`src/rtl/tkk_pkg.sv`:
```
`default_nettype none

package tkk_pkg;

    localparam int unsigned DEPTH_DEF      = 256;
    localparam int unsigned INDEX_BITS_DEF = 16;
    localparam int unsigned SCORE_BITS_DEF = 32;

    // limit registers and read rank have fixed widths
    localparam int unsigned LIM_W  = 9;
    localparam int unsigned RANK_W = 8;

    // register indexes
    localparam logic [1:0] REG_THRESHOLD = 2'd0;
    localparam logic [1:0] REG_AT_LEAST  = 2'd1;
    localparam logic [1:0] REG_AT_MOST   = 2'd2;
    localparam logic [1:0] REG_SELF_SIM  = 2'd3;

    // request kinds
    localparam logic REQ_OFFER = 1'b0;
    localparam logic REQ_READ  = 1'b1;

    // broadcast from the controller to every cell
    typedef struct packed {
        logic insert;
        logic rd_mode;
    } tkk_ctl_t;

    // handed from a cell to the next one down the list
    typedef struct packed {
        logic ge;
        logic at_thr;
    } tkk_link_t;

    // group size of the two-level collect tree, about sqrt(depth)
    function automatic int unsigned tkk_grp_size(input int unsigned depth);
        int unsigned lg;
        lg = $clog2(depth);
        return 1 << ((lg + 1) >> 1);
    endfunction

endpackage

`default_nettype wire

```
`src/rtl/tkk_cell.sv`:
```
`default_nettype none

module tkk_cell #(
    parameter int unsigned IDX        = 0,
    parameter int unsigned SCORE_BITS = tkk_pkg::SCORE_BITS_DEF,
    parameter int unsigned INDEX_BITS = tkk_pkg::INDEX_BITS_DEF,
    parameter int unsigned CNT_W      = 9,
    parameter int unsigned WORD_W     = 64
) (
    input  logic                          clk,
    input  tkk_pkg::tkk_ctl_t             ctl,
    input  logic signed [SCORE_BITS-1:0]  key,
    input  logic signed [SCORE_BITS-1:0]  thr,
    input  logic        [INDEX_BITS-1:0]  new_query,
    input  logic        [INDEX_BITS-1:0]  new_target,
    input  logic        [CNT_W-1:0]       count,
    input  logic        [CNT_W-1:0]       sel,
    input  tkk_pkg::tkk_link_t            prev_link,
    input  logic signed [SCORE_BITS-1:0]  prev_score,
    input  logic        [INDEX_BITS-1:0]  prev_query,
    input  logic        [INDEX_BITS-1:0]  prev_target,
    output tkk_pkg::tkk_link_t            link,
    output logic signed [SCORE_BITS-1:0]  score_out,
    output logic        [INDEX_BITS-1:0]  query_out,
    output logic        [INDEX_BITS-1:0]  target_out,
    output logic        [WORD_W-1:0]      word
);

    localparam logic [CNT_W-1:0] IDXC  = CNT_W'(IDX);
    localparam int unsigned      PAY_W = SCORE_BITS + 2 * INDEX_BITS;
    localparam int unsigned      FLG_W = 2 * (CNT_W + 1);

    logic signed [SCORE_BITS-1:0] score_reg, score_next;
    logic        [INDEX_BITS-1:0] query_reg, query_next;
    logic        [INDEX_BITS-1:0] target_reg, target_next;
    logic occ;
    logic pos_hot;
    logic thr_hot;

    assign occ         = (IDXC < count);
    assign link.ge     = occ && (score_reg >= key);
    assign link.at_thr = occ && (score_reg >= thr);

    // one-hot edges of the two sorted prefixes
    assign pos_hot = prev_link.ge && !link.ge;
    assign thr_hot = prev_link.at_thr && !link.at_thr;

    always_comb
    begin
        score_next  = score_reg;
        query_next  = query_reg;
        target_next = target_reg;
        if (ctl.insert)
        begin
            if (!prev_link.ge)
            begin
                score_next  = prev_score;
                query_next  = prev_query;
                target_next = prev_target;
            end
            else if (!link.ge)
            begin
                score_next  = key;
                query_next  = new_query;
                target_next = new_target;
            end
        end
    end

    always_ff @(posedge clk)
    begin
        score_reg  <= score_next;
        query_reg  <= query_next;
        target_reg <= target_next;
    end

    always_comb
    begin
        word = '0;
        if (ctl.rd_mode)
        begin
            if (sel == IDXC)
            begin
                word[PAY_W-1:0] = {score_reg, query_reg, target_reg};
            end
        end
        else
        begin
            word[FLG_W-1:0] = {pos_hot, {CNT_W{pos_hot}} & IDXC,
                               thr_hot, {CNT_W{thr_hot}} & IDXC};
        end
    end

    assign score_out  = score_reg;
    assign query_out  = query_reg;
    assign target_out = target_reg;

endmodule

`default_nettype wire

```
`config.mk`:
```
export PLATFORM = sky130hd
export DESIGN_NAME = tkk_cell
export DESIGN_NICKNAME = d
export VERILOG_FILES = /design/src/rtl/tkk_pkg.sv /design/src/rtl/tkk_cell.sv
export SDC_FILE = /design/constraint.sdc
export NUM_CORES = 1
export LEC_CHECK = 0
export BUFFER_PORTS_ARGS = -buffer_cell sky130_fd_sc_hd__buf_2
export CORE_AREA = 4 4 118 120
export DETAILED_ROUTE_END_ITERATION = 7
export DIE_AREA = 0 0 122 124
export PLACE_DENSITY = 0.69
export SYNTH_ARGS = -nofsm -noshare
export SYNTH_HDL_FRONTEND = slang
export SYNTH_SLANG_ARGS = --single-unit
```
`constraint.sdc`:
```
create_clock -name clk -period 5.8 [get_ports clk]
set_input_delay 1.16 -clock clk [delete_from_list [all_inputs] [get_ports clk]]
set_output_delay 1.16 -clock clk [all_outputs]
set_load 0.01 [all_outputs]
```
==> metrics.yaml <==
ant_nets: 0
fp.dieW_um: 122
mostFrequentLayoutCells: "buf_2 (312), inv_1 (64), mux2_2 (64), ha_1 (64), edfxtp_1 (64)"
row_count: 42
rr_worst_depth: 7
setup_viol: 0
drive_gt1_share_pct: 51.90
initial_core_util_pct: 37.11
final_cell_area_um2: 6859
wire_per_inst_um: 16.18
fp.coreArea_um2: 12980
finalMaxSlewViolations: 0
crit_top_cell: "buf_2"
cts_tree: "done"
cp_slowest_cell: "a2111oi_0"
syn_inst: 450
cts_resized: 0
grt_pass1_vias: 4205
start_kind: "primary input"
ios: 313
path_buf_inv: 2
yosys.area.top_type: "edfxtp_1"
worst_hold_path.num_cells: 2
drt_first_pass_iters: 5
postPlaceCellArea_um2: 6563
synth_top_area_share_pct: 39.90
ys_seq_elements: 64
numCtsBuffers: 9
routed_wl_mm: 15.22
antenna_found_initial: 2
place_congestion: 0.7704
drc_errors: 0
seq_area_frac_synth_pct: 39.90
rsz0062_at_grt: "false"
cp-end-kind: "primary output"
leakage_uw: 0.003566
synth.avg_cell_area_um2: 10.70
cp.required_ns: 4.64
synth_edf_count: 64
path_delay_family: "compound AO/OA/AOI/OAI gates"
syn_area_um2: 4817
synth_area_leaders: "edfxtp_1 (40%), ha_1 (17%), mux2_2 (15%)"
synth_cell_types: 38
root_buffer: "clkbuf_16"
cp.arrival_ns: 3.34
fin_nets: 1007
holdBufCountCts: 0
crit_type: "primary input to primary output"
maxCapViolations: 0
n_antenna_cell: 0
grt_pass1_wl_mm: 21.95
fmax_mhz: 222.3
final_common_cell: "buf_2"
groute.usage.overall_pct: 19.06
async_reset_ff_share_pct: 0
period_minus_slack_ns: 4.499
slew_headroom_pct: 33.61
cellPowerDensity_nw_per_um2: 242.2
status: "complete, no violations"
cts_setup_buffers: 0
routed_via_density: 4.592
tightest_slew_ns: 0.9958
fp.dieH_um: 124
grt-ovfl-total: 0
area_growth_pct: 42.39
synth_flop_cell: "edfxtp_1"
yosys_warnings: 0
hpwl_mm: 12.48
clk_pin_slew_worst_paths_ns: 0.06
syn-num-nets: 697
cp.depth: 8
vdd_drop_max_mv: 0.1587
worstHoldPathType: "primary input to register"
die_area_um2: 15130
clk_path_buf_depth: 2
clkLatencyLatePin_ns: 0.32
cts.sinks: 64
path_max_fanout: 3
fin_skew_ns: 0.01049
htree_levels: 3
finalSetupTns_ns: 0
via_count: 4321
cp_cell_sequence: "buf_2, ha_1, nand2b_1, a2111oi_0, nor4_1, o41ai_2, a31o_2, buf_2"
grt_max_degree: 65
drtIter0Drc: 133
numPortBuffers: 312
slowest_delay_ns: 0.61
fin_crit_sh_pct: 77.56
hold_violations: 0
-- per-stage QoR --
step           hold WS (ns)  instances  setup WS, ns  power (µW)  util [%]
2_1_floorplan         1.380        450         1.423       914.9         -
3_3_place_gp          1.461        925         1.294        1126     50.56
3_5_place_dp          1.464        925         1.312        1133     50.56
4_1_cts               1.121        941         1.300        1685     52.84
5_1_grt               1.126        941         1.081        1761     52.84
6_report              1.135        941         1.301        1661     52.84
-- power breakdown --
group / internal [µW] / switching [µW] / total [µW] / leakage (µW)
clock: 333 / 213 / 545 / 0.000138
combinational: 208 / 244 / 452 / 0.00281
sequential: 609 / 55.2 / 664 / 0.000620
-- cell usage after synthesis, types with 6 or more instances --
library cell	instances
edfxtp_1	64
ha_1	64
inv_1	64
mux2_2	64
and2_1	62
a21oi_1	23
nand2_1	14
nand4_1	13
o21ai_0	11
clkbuf_1	7
nand3_1	7
buf_1	6
-- cell type report --
class,instances,area (µm²)
fill,1238,6121
multi-input combinational,308,2611
sequential,64,1922
timing repair buffer,313,1569
inverter,64,240.2
clock buffer,9,225.2
tap,176,220.2
clock inverter,7,71.32
-- registers in the layout, summed over array words and instances (netlist names) --
signal,flops
score_out,32
query_out,16
target_out,16
-- final timing paths --
| check | start | endpoint | slack, ns |
|---|---|---|---|
| setup reg to reg | score_out[0] | score_out[7] | 2.38 |
| hold reg to reg | score_out[15] | score_out[25] | 1.55 |
| setup / recovery | key[0] | word[19] | 1.30 |
| hold / removal | prev_score[22] | score_out[22] | 1.13 |
-- cells by family after synthesis --
kind of cell,Yosys count,share of synthesized area (%)
AO/OA/AOI/OAI,55,7.143
XOR/XNOR,2,0.3637
adder cells (fa/ha/maj),64,16.62
buffers and inverters,78,6.104
flip-flops,64,39.90
multiplexers,64,14.96
AND/OR/NAND/NOR,123,14.91
-- routing by layer --
metal / share of wire [%] / up-vias / GRT usage, %
li1: - / 2231 / -
met5: 0.12 / - / 0
met2: 52 / 163 / 34.60
met4: 0.98 / 4 / 4.342
met1: 39 / 1906 / 22.96
met3: 7.9 / 17 / 4.450
No activity file was read; power rests on OpenSTA's default activity.
